$ cat src/assert_macros.svh
// Assertion macros for the controller of the sinc-product attention score RTL.
`ifndef ASSERT_MACROS_SVH
`define ASSERT_MACROS_SVH
`ifndef SYNTHESIS
// Check a condition at every clock edge out of reset.
`define SPAS_ASSERT(lbl, cond) \
  lbl: assert property (@(posedge clk) disable iff (!rst_n) (cond)) \
    else $error("spas assertion failed");
// Check that a consequence holds in the cycle after its cause.
`define SPAS_ASSERT_NEXT(lbl, ante, cons) \
  lbl: assert property (@(posedge clk) disable iff (!rst_n) (ante) |=> (cons)) \
    else $error("spas assertion failed");
`else
`define SPAS_ASSERT(lbl, cond)
`define SPAS_ASSERT_NEXT(lbl, ante, cons)
`endif
`endif

$ cat src/spas_pkg.sv
// Package: types, constants and the sine table for the attention score block.
package spas_pkg;

  localparam int SINE_DEPTH = 1024;
  localparam int SINE_AW    = $clog2(SINE_DEPTH);

  localparam logic [63:0] ONE_Q30     = 64'd1073741824;
  localparam logic [63:0] HALF_PI_Q30 = 64'd1686629713;
  localparam logic [29:0] TURNS_K     = 30'd683565276;
  localparam logic [31:0] ONE_Q23     = 32'd8388608;
  localparam logic [15:0] R_SCALE_RST = 16'd4096;

  localparam logic [63:0] HORNER_DEN [6] = '{64'd156, 64'd110, 64'd72, 64'd42, 64'd20, 64'd6};

  // Divider: one quotient bit per step over the 36 bit dividend.
  localparam int DIV_STEPS = 36;
  localparam int DIV_CW    = $clog2(DIV_STEPS);

  typedef logic signed [31:0] sine_rom_t [SINE_DEPTH];

  typedef enum logic [3:0] {
    S_IDLE,
    S_MAG,
    S_PHASE,
    S_ROM,
    S_INTERP,
    S_SINE,
    S_DIV,
    S_MULLO,
    S_MULHI,
    S_ROUND,
    S_EMIT
  } state_t;

  typedef struct packed {
    logic load_in;
    logic mag;
    logic phase;
    logic rom;
    logic interp;
    logic sine;
    logic div_step;
    logic mul_lo;
    logic mul_hi;
    logic round;
    logic emit;
  } cmd_t;

  typedef struct packed {
    logic ax_zero;
    logic last;
    logic out_free;
  } sts_t;

  // Sine of a table phase in Q2.30: quadrant fold and odd Taylor series.
  function automatic logic signed [31:0] sine_entry(int unsigned idx);
    logic [31:0] ph;
    logic [1:0]  quad;
    logic [63:0] w;
    logic [63:0] theta;
    logic [63:0] t2;
    logic [63:0] term;
    logic [63:0] s;
    int          j;
    ph   = 32'(idx) << (32 - SINE_AW);
    quad = ph[31:30];
    w    = {34'd0, ph[29:0]};
    if (quad[0]) w = ONE_Q30 - w;
    theta = (w * HALF_PI_Q30) >> 30;
    t2    = (theta * theta) >> 30;
    term  = ONE_Q30;
    for (j = 0; j < 6; j++) begin
      term = ONE_Q30 - (((t2 * term) >> 30) / HORNER_DEN[j]);
    end
    s = (theta * term) >> 30;
    if (s > ONE_Q30) s = ONE_Q30;
    return quad[1] ? -$signed(s[31:0]) : $signed(s[31:0]);
  endfunction

  function automatic sine_rom_t build_sine_rom();
    sine_rom_t rom;
    for (int i = 0; i < SINE_DEPTH; i++) begin
      rom[i] = sine_entry(i);
    end
    return rom;
  endfunction

endpackage

$ cat src/spas_ctrl.sv
// Controller: sequences one word through the datapath steps.
`include "assert_macros.svh"
module spas_ctrl (
  input  logic              clk,
  input  logic              rst_n,
  input  logic              in_valid,
  output logic              in_ready,
  input  spas_pkg::sts_t    sts,
  output spas_pkg::cmd_t    cmd
);

  spas_pkg::state_t              state_r, state_nxt;
  logic [spas_pkg::DIV_CW-1:0]   div_cnt_r;
  logic                          div_last;

  assign div_last = (div_cnt_r == spas_pkg::DIV_CW'(spas_pkg::DIV_STEPS - 1));

  always_ff @(posedge clk) begin
    if (!rst_n) begin
      state_r   <= spas_pkg::S_IDLE;
      div_cnt_r <= '0;
    end else begin
      state_r <= state_nxt;
      if (state_r == spas_pkg::S_DIV) div_cnt_r <= div_cnt_r + 1'b1;
      else div_cnt_r <= '0;
    end
  end

  always_comb begin
    state_nxt = state_r;
    unique case (state_r)
      spas_pkg::S_IDLE:   if (in_valid) state_nxt = spas_pkg::S_MAG;
      spas_pkg::S_MAG:    state_nxt = sts.ax_zero ? spas_pkg::S_MULLO : spas_pkg::S_PHASE;
      spas_pkg::S_PHASE:  state_nxt = spas_pkg::S_ROM;
      spas_pkg::S_ROM:    state_nxt = spas_pkg::S_INTERP;
      spas_pkg::S_INTERP: state_nxt = spas_pkg::S_SINE;
      spas_pkg::S_SINE:   state_nxt = spas_pkg::S_DIV;
      spas_pkg::S_DIV:    if (div_last) state_nxt = spas_pkg::S_MULLO;
      spas_pkg::S_MULLO:  state_nxt = spas_pkg::S_MULHI;
      spas_pkg::S_MULHI:  state_nxt = spas_pkg::S_ROUND;
      spas_pkg::S_ROUND:  state_nxt = sts.last ? spas_pkg::S_EMIT : spas_pkg::S_IDLE;
      spas_pkg::S_EMIT:   if (sts.out_free) state_nxt = spas_pkg::S_IDLE;
      default:            state_nxt = spas_pkg::S_IDLE;
    endcase
  end

  always_comb begin
    cmd      = '0;
    in_ready = 1'b0;
    unique case (state_r)
      spas_pkg::S_IDLE: begin
        in_ready    = 1'b1;
        cmd.load_in = in_valid;
      end
      spas_pkg::S_MAG:    cmd.mag      = 1'b1;
      spas_pkg::S_PHASE:  cmd.phase    = 1'b1;
      spas_pkg::S_ROM:    cmd.rom      = 1'b1;
      spas_pkg::S_INTERP: cmd.interp   = 1'b1;
      spas_pkg::S_SINE:   cmd.sine     = 1'b1;
      spas_pkg::S_DIV:    cmd.div_step = 1'b1;
      spas_pkg::S_MULLO:  cmd.mul_lo   = 1'b1;
      spas_pkg::S_MULHI:  cmd.mul_hi   = 1'b1;
      spas_pkg::S_ROUND:  cmd.round    = 1'b1;
      spas_pkg::S_EMIT:   cmd.emit     = sts.out_free;
      default: ;
    endcase
  end

  `SPAS_ASSERT_NEXT(a_accept_leaves_idle, in_valid && in_ready, state_r == spas_pkg::S_MAG)
  `SPAS_ASSERT_NEXT(a_div_ends, (state_r == spas_pkg::S_DIV) && div_last, state_r == spas_pkg::S_MULLO)
  `SPAS_ASSERT(a_div_bound, (state_r != spas_pkg::S_DIV) || (div_cnt_r < spas_pkg::DIV_CW'(spas_pkg::DIV_STEPS)))
  `SPAS_ASSERT_NEXT(a_emit_done, cmd.emit, state_r == spas_pkg::S_IDLE)

endmodule

$ cat config.mk
export PLATFORM = sky130hd
export DESIGN_NAME = spas_ctrl
export DESIGN_NICKNAME = d
export VERILOG_FILES = /design/src/spas_pkg.sv /design/src/spas_ctrl.sv
export VERILOG_INCLUDE_DIRS = /design/src /design/src/src
export SDC_FILE = /design/constraint.sdc
export NUM_CORES = 1
export LEC_CHECK = 0
export ABC_AREA = 0
export ABC_CLOCK_PERIOD_IN_PS = 1100
export BUFFER_PORTS_ARGS = -buffer_cell sky130_fd_sc_hd__buf_2
export CORE_MARGIN = 3
export CORE_UTILIZATION = 42
export DETAILED_ROUTE_END_ITERATION = 7
export PLACE_DENSITY_LB_ADDON = 0.25
export SYNTH_ARGS = -nofsm -noshare
export SYNTH_HDL_FRONTEND = slang
export SYNTH_SLANG_ARGS = --single-unit
$ cat constraint.sdc
create_clock -name clk -period 1.1 [get_ports clk]
set_input_delay 0.22 -clock clk [delete_from_list [all_inputs] [get_ports clk]]
set_output_delay 0.22 -clock clk [all_outputs]
set_load 0.03 [all_outputs]
==> results of run 1 <==
logic make-up after synthesis:
group	Yosys count	share of synthesized area [%]
buffers and inverters	7	6.37
xor gates and xnor gates	5	7.69
adders and majority gates	1	2.20
and+or+nand+nor	37	33.4
muxes	1	1.76
DFF	10	35.2
AOI/OAI and AO/OA	11	13.4
synth_stat cells:
cell type,count,area (um^2)
and2_1,1,6.26
a31oi_1,1,6.26
and3_1,1,6.26
o21a_1,1,7.51
nand3_1,2,10.0
buf_2,2,10.0
xor2_1,2,17.5
nand2b_1,3,18.8
inv_1,3,11.3
ha_1,1,12.5
nor2_1,12,45.0
nand2_1,6,22.5
o32ai_1,1,8.76
buf_4,2,15.0
o21ai_0,2,10.0
xnor2_1,3,26.3
o31ai_1,1,7.51
nor3b_1,1,7.51
mux2i_1,1,10.0
o41ai_2,1,16.3
nor4_1,3,18.8
a21oi_1,4,20.0
nor3_1,6,30.0
dfxtp_1,10,200
and4bb_4,1,16.3
or3b_1,1,8.76
timing repair:
item / 4_1_cts
endpoints found under the setup margin: 19
pin swaps: 6
buffers inserted: 11
endpoints found under the hold margin: 0
resized for setup: 35
stage by stage:
stage | instance area, um^2 | setup TNS [ns]
after floorplan | 658 | -2.26
after global placement | 827 | -1.46
after detailed placement | 827 | -1.58
after CTS | 1030 | -3.93
==> impl_metrics.tcl, run 1 <==
set metrics [dict create \
    outcome "stopped before the end" \
    hpwl_mm 1.06 \
    haltStage "global routing" \
    h-tree-depth 1 \
    syn_area_um2 569 \
    rows 12 \
    cts_hold_buf 0 \
    firstError "[ERROR DPL-0038] Utilization greater than 100%, impossible to legalize" \
    cts_sinks 10 \
    synth_fp_nets 79 \
    syn_avg_cell_area_um2 7.91 \
    boundaryPins 18 \
    dpl.cell_count 113 \
    initial_core_util_pct 48.0 \
    cts_buffer_depth 2 \
    place.gp.congestion 0.770 \
    io_buffers 17 \
    worst_path_end_type "top-level output" \
    grt_start_max_net_pins 9 \
    crit_endpoint "cmd[0]" \
    die_x_um 42.8 \
    synthDistinctLibCells 26 \
    synth-seq-cells 10 \
    yosysWarnings 0 \
    cts_buffers 3 \
    die_h_um 42.8 \
    dp_slack_ns -0.215 \
    ys_seq_area_share_pct 35.2 \
    syn_inst 72 \
    cts_root_buf "clkbuf_4" \
]
==> run 2: changes to the inputs <==
--- a/config.mk
+++ b/config.mk
@@ -7,12 +7,12 @@
 export NUM_CORES = 1
 export LEC_CHECK = 0
 export ABC_AREA = 0
-export ABC_CLOCK_PERIOD_IN_PS = 1100
+export ABC_CLOCK_PERIOD_IN_PS = 1450
 export BUFFER_PORTS_ARGS = -buffer_cell sky130_fd_sc_hd__buf_2
-export CORE_MARGIN = 3
-export CORE_UTILIZATION = 42
+export CORE_AREA = 3 3 64 66
 export DETAILED_ROUTE_END_ITERATION = 7
-export PLACE_DENSITY_LB_ADDON = 0.25
+export DIE_AREA = 0 0 67 69
+export PLACE_DENSITY_LB_ADDON = 0.15
 export SYNTH_ARGS = -nofsm -noshare
 export SYNTH_HDL_FRONTEND = slang
 export SYNTH_SLANG_ARGS = --single-unit
==> constraint.sdc (replaced) <==
create_clock -name clk -period 1.45 [get_ports clk]
set_input_delay 0.29 -clock clk [delete_from_list [all_inputs] [get_ports clk]]
set_output_delay 0.29 -clock clk [all_outputs]
set_load 0.03 [all_outputs]
==> run 2 against run 1 <==
Against the previous run: the flow now finishes, with violations (negative setup slack); synthesized cell count stayed put; synthesized area is the same.
==> impl_metrics.tcl, run 2 <==
set metrics [dict create \
    place.gp.congestion 0.707 \
    cp_data_required_time_ns 1.16 \
    syn_area_um2 569 \
    synth_area_leaders "dfxtp_1 35%, nor2_1 7.9%, nor3_1 5.3%, xnor2_1 4.6%, nand2_1 4.0%" \
    timing.rr.end "state_r[1]$_SDFFE_PN0P_" \
    diodes 0 \
    power.leakage_nw 0.425 \
    first_pass_iters 3 \
    dpl.cell_count 146 \
    io_buffers 17 \
    synth_fp_nets 79 \
    violations "negative setup slack" \
    cts_tree "yes" \
    maxCapViolCount 0 \
    start_kind "register" \
    largest_reg_flops 6 \
    syn2layout_area_growth_pct 82.2 \
    cts.clk_slew.worst_paths_ns 0.05 \
    crit_chain "nor4_4, and2_4, buf_6" \
    grt_pass1_vias 633 \
    finalMaxSlewViolations 0 \
    fmax_ghz 0.668 \
    die_x_um 67 \
    largest-register "div_cnt_r" \
    period_share_pct 103 \
    wirelength_mm 1.70 \
    antenna_found_initial 0 \
    netlist_top_cells_count "12 x nor2_1, 10 x dfxtp_1, 6 x nand2_1, 6 x nor3_1, 4 x a21oi_1" \
    grt_usage_pct 8.31 \
    synthArstFlopShare_pct 0 \
    cp_max_fo 7 \
    syn_inst 72 \
    final_layout_size_suffix_gt1_share_pct 57.1 \
    syn_avg_cell_area_um2 7.91 \
    clock_latency_ns 0.23 \
    hpwl_mm 1.25 \
    cts_buffer_depth 2 \
    synthDistinctLibCells 26 \
    dieArea_um2 4620 \
    grt_start_max_net_pins 10 \
    worst_pin_slew_ns 0.276 \
    crit_start "state_r[3]$_SDFFE_PN0P_" \
    synth-seq-cells 10 \
    rsz0062_at_grt "true" \
    ir_worst_vdd_v 0.000887 \
    cts_root_buf "clkbuf_8" \
    synth_area_leader_cell "dfxtp_1" \
    avgRoutedWirePerCell_um 11.1 \
    min_period_ns 1.50 \
    first_iter_violations 22 \
    outcome "finished with violations" \
    reg2regPathDepth 6 \
    hp-class "in -> reg" \
    setup_tns_ns -0.0893 \
    setup_viol 4 \
    yosys_most_used_dff "dfxtp_1" \
    synth_most_common_cell "nor2_1" \
    r2r-start "state_r[3]$_SDFFE_PN0P_" \
    cp.depth 3 \
    layout.cells.non_filler 153 \
    via_per_inst 3.99 \
    ys_seq_area_share_pct 35.2 \
    top_regs "div_cnt_r (6), state_r (4)" \
    path_buf_inv 1 \
    crit_type "reg -> out" \
    mostFrequentLayoutCells "19 x buf_4, 10 x buf_6, 9 x nor2_1" \
    cts_sinks 10 \
    crit_end "cmd[10]" \
    rows 22 \
    cp-end-kind "output pin" \
    nets 114 \
    cp_data_arrival_time_ns 1.21 \
    synth_edf_count 0 \
    hold_viol 0 \
    finalWorstSetupSlack_ns -0.0470 \
    grt_overflow 0 \
    cts_hold_buf 0 \
    die_h_um 69 \
    slew-limit-headroom_pct 81.4 \
    h-tree-depth 1 \
    vias 610 \
    grt_pass1_wl_mm 2.98 \
    core_area_um2 3630 \
    yosysWarnings 0 \
    post-route-util_pct 28.5 \
    skew_ns 0.00115 \
    cts_buffers 3 \
    r2r_slack_ns 0.07 \
    cpLargestDelayFamily "simple AND/OR/NAND/NOR gates" \
    boundaryPins 18 \
    powerDensity_nw_per_um2 1620 \
    final_common_cell "buf_4" \
    synth_top_area_share_pct 35.2 \
    crit_path_max_incr_delay_ns 0.38 \
    initial_core_util_pct 15.7 \
    ant_nets 0 \
    drc_errors 0 \
    crit_slowest_cell "dfxtp_4" \
]
## run 2: cell counts after synthesis
Identical to the previous run, type by type.
## run 2: where the power goes
part	internal [W]	leakage (nW)	switching, W
registers	0.000330	0.0839	0.000109
clock network	0.000181	0.0216	0.0000992
logic	0.000502	0.320	0.000460
## run 2: cell families (layout without fill, tap and decap cells)
kind of cell               count (synthesis)  in the layout  share of synthesized area, %
adders and majority gates                  1              1                          2.20
buffers and inverters                      7             40                          6.37
muxes                                      1              1                          1.76
xor gates and xnor gates                   5              5                          7.69
and+or+nand+nor                           37             37                          33.4
DFF                                       10             10                          35.2
AOI/OAI and AO/OA                         11             11                          13.4
## run 2: layer usage
layer  share of wire (%)  GRT usage (%)
met1                  45           10.6
met2                  46           12.7
met3                 6.3           2.28
met4                 2.0           4.05
met5                   0              0
## run 2: cell type report
type	instances	area [um^2]
Tap cell	48	60.1
Clock buffer	3	41.3
Sequential cell	10	215
Inverter	3	11.3
Timing Repair Buffer	34	280
Multi-Input combinational cell	55	429
Fill cell	414	2600
## run 2: worst min path at each step
stage / start / endpoint / slack (ns) / depth (start not counted)
after detailed placement: div_cnt_r[0]$_SDFF_PN0_ / div_cnt_r[0]$_SDFF_PN0_ / 0.44 / 1
after global routing: rst_n / state_r[3]$_SDFFE_PN0P_ / 0.34 / 2
after floorplan: rst_n / state_r[3]$_SDFFE_PN0P_ / 0.41 / 1
final: rst_n / state_r[3]$_SDFFE_PN0P_ / 0.34 / 2
after CTS: rst_n / state_r[3]$_SDFFE_PN0P_ / 0.34 / 2
after global placement: div_cnt_r[0]$_SDFF_PN0_ / div_cnt_r[0]$_SDFF_PN0_ / 0.44 / 1
## run 2: through the flow
stage	total power [W]	setup WS [ns]	cell area [um^2]	hold slack [ns]
2_1_floorplan	0.000873	-0.192	612	0.407
3_3_place_gp	0.00114	0.0120	830	0.440
3_5_place_dp	0.00113	0.00605	830	0.437
4_1_cts	0.00156	-0.0455	958	0.336
5_1_grt	0.00180	-0.108	1040	0.341
6_report	0.00168	-0.0470	1040	0.340
## run 2: timing repair
item,4_1_cts,5_1_grt
buffers inserted,2,2
pin swaps,3,1
setup endpoints to repair,13,10
gates resized for setup,25,23
Note: power is estimated with default switching activity, not from simulation.
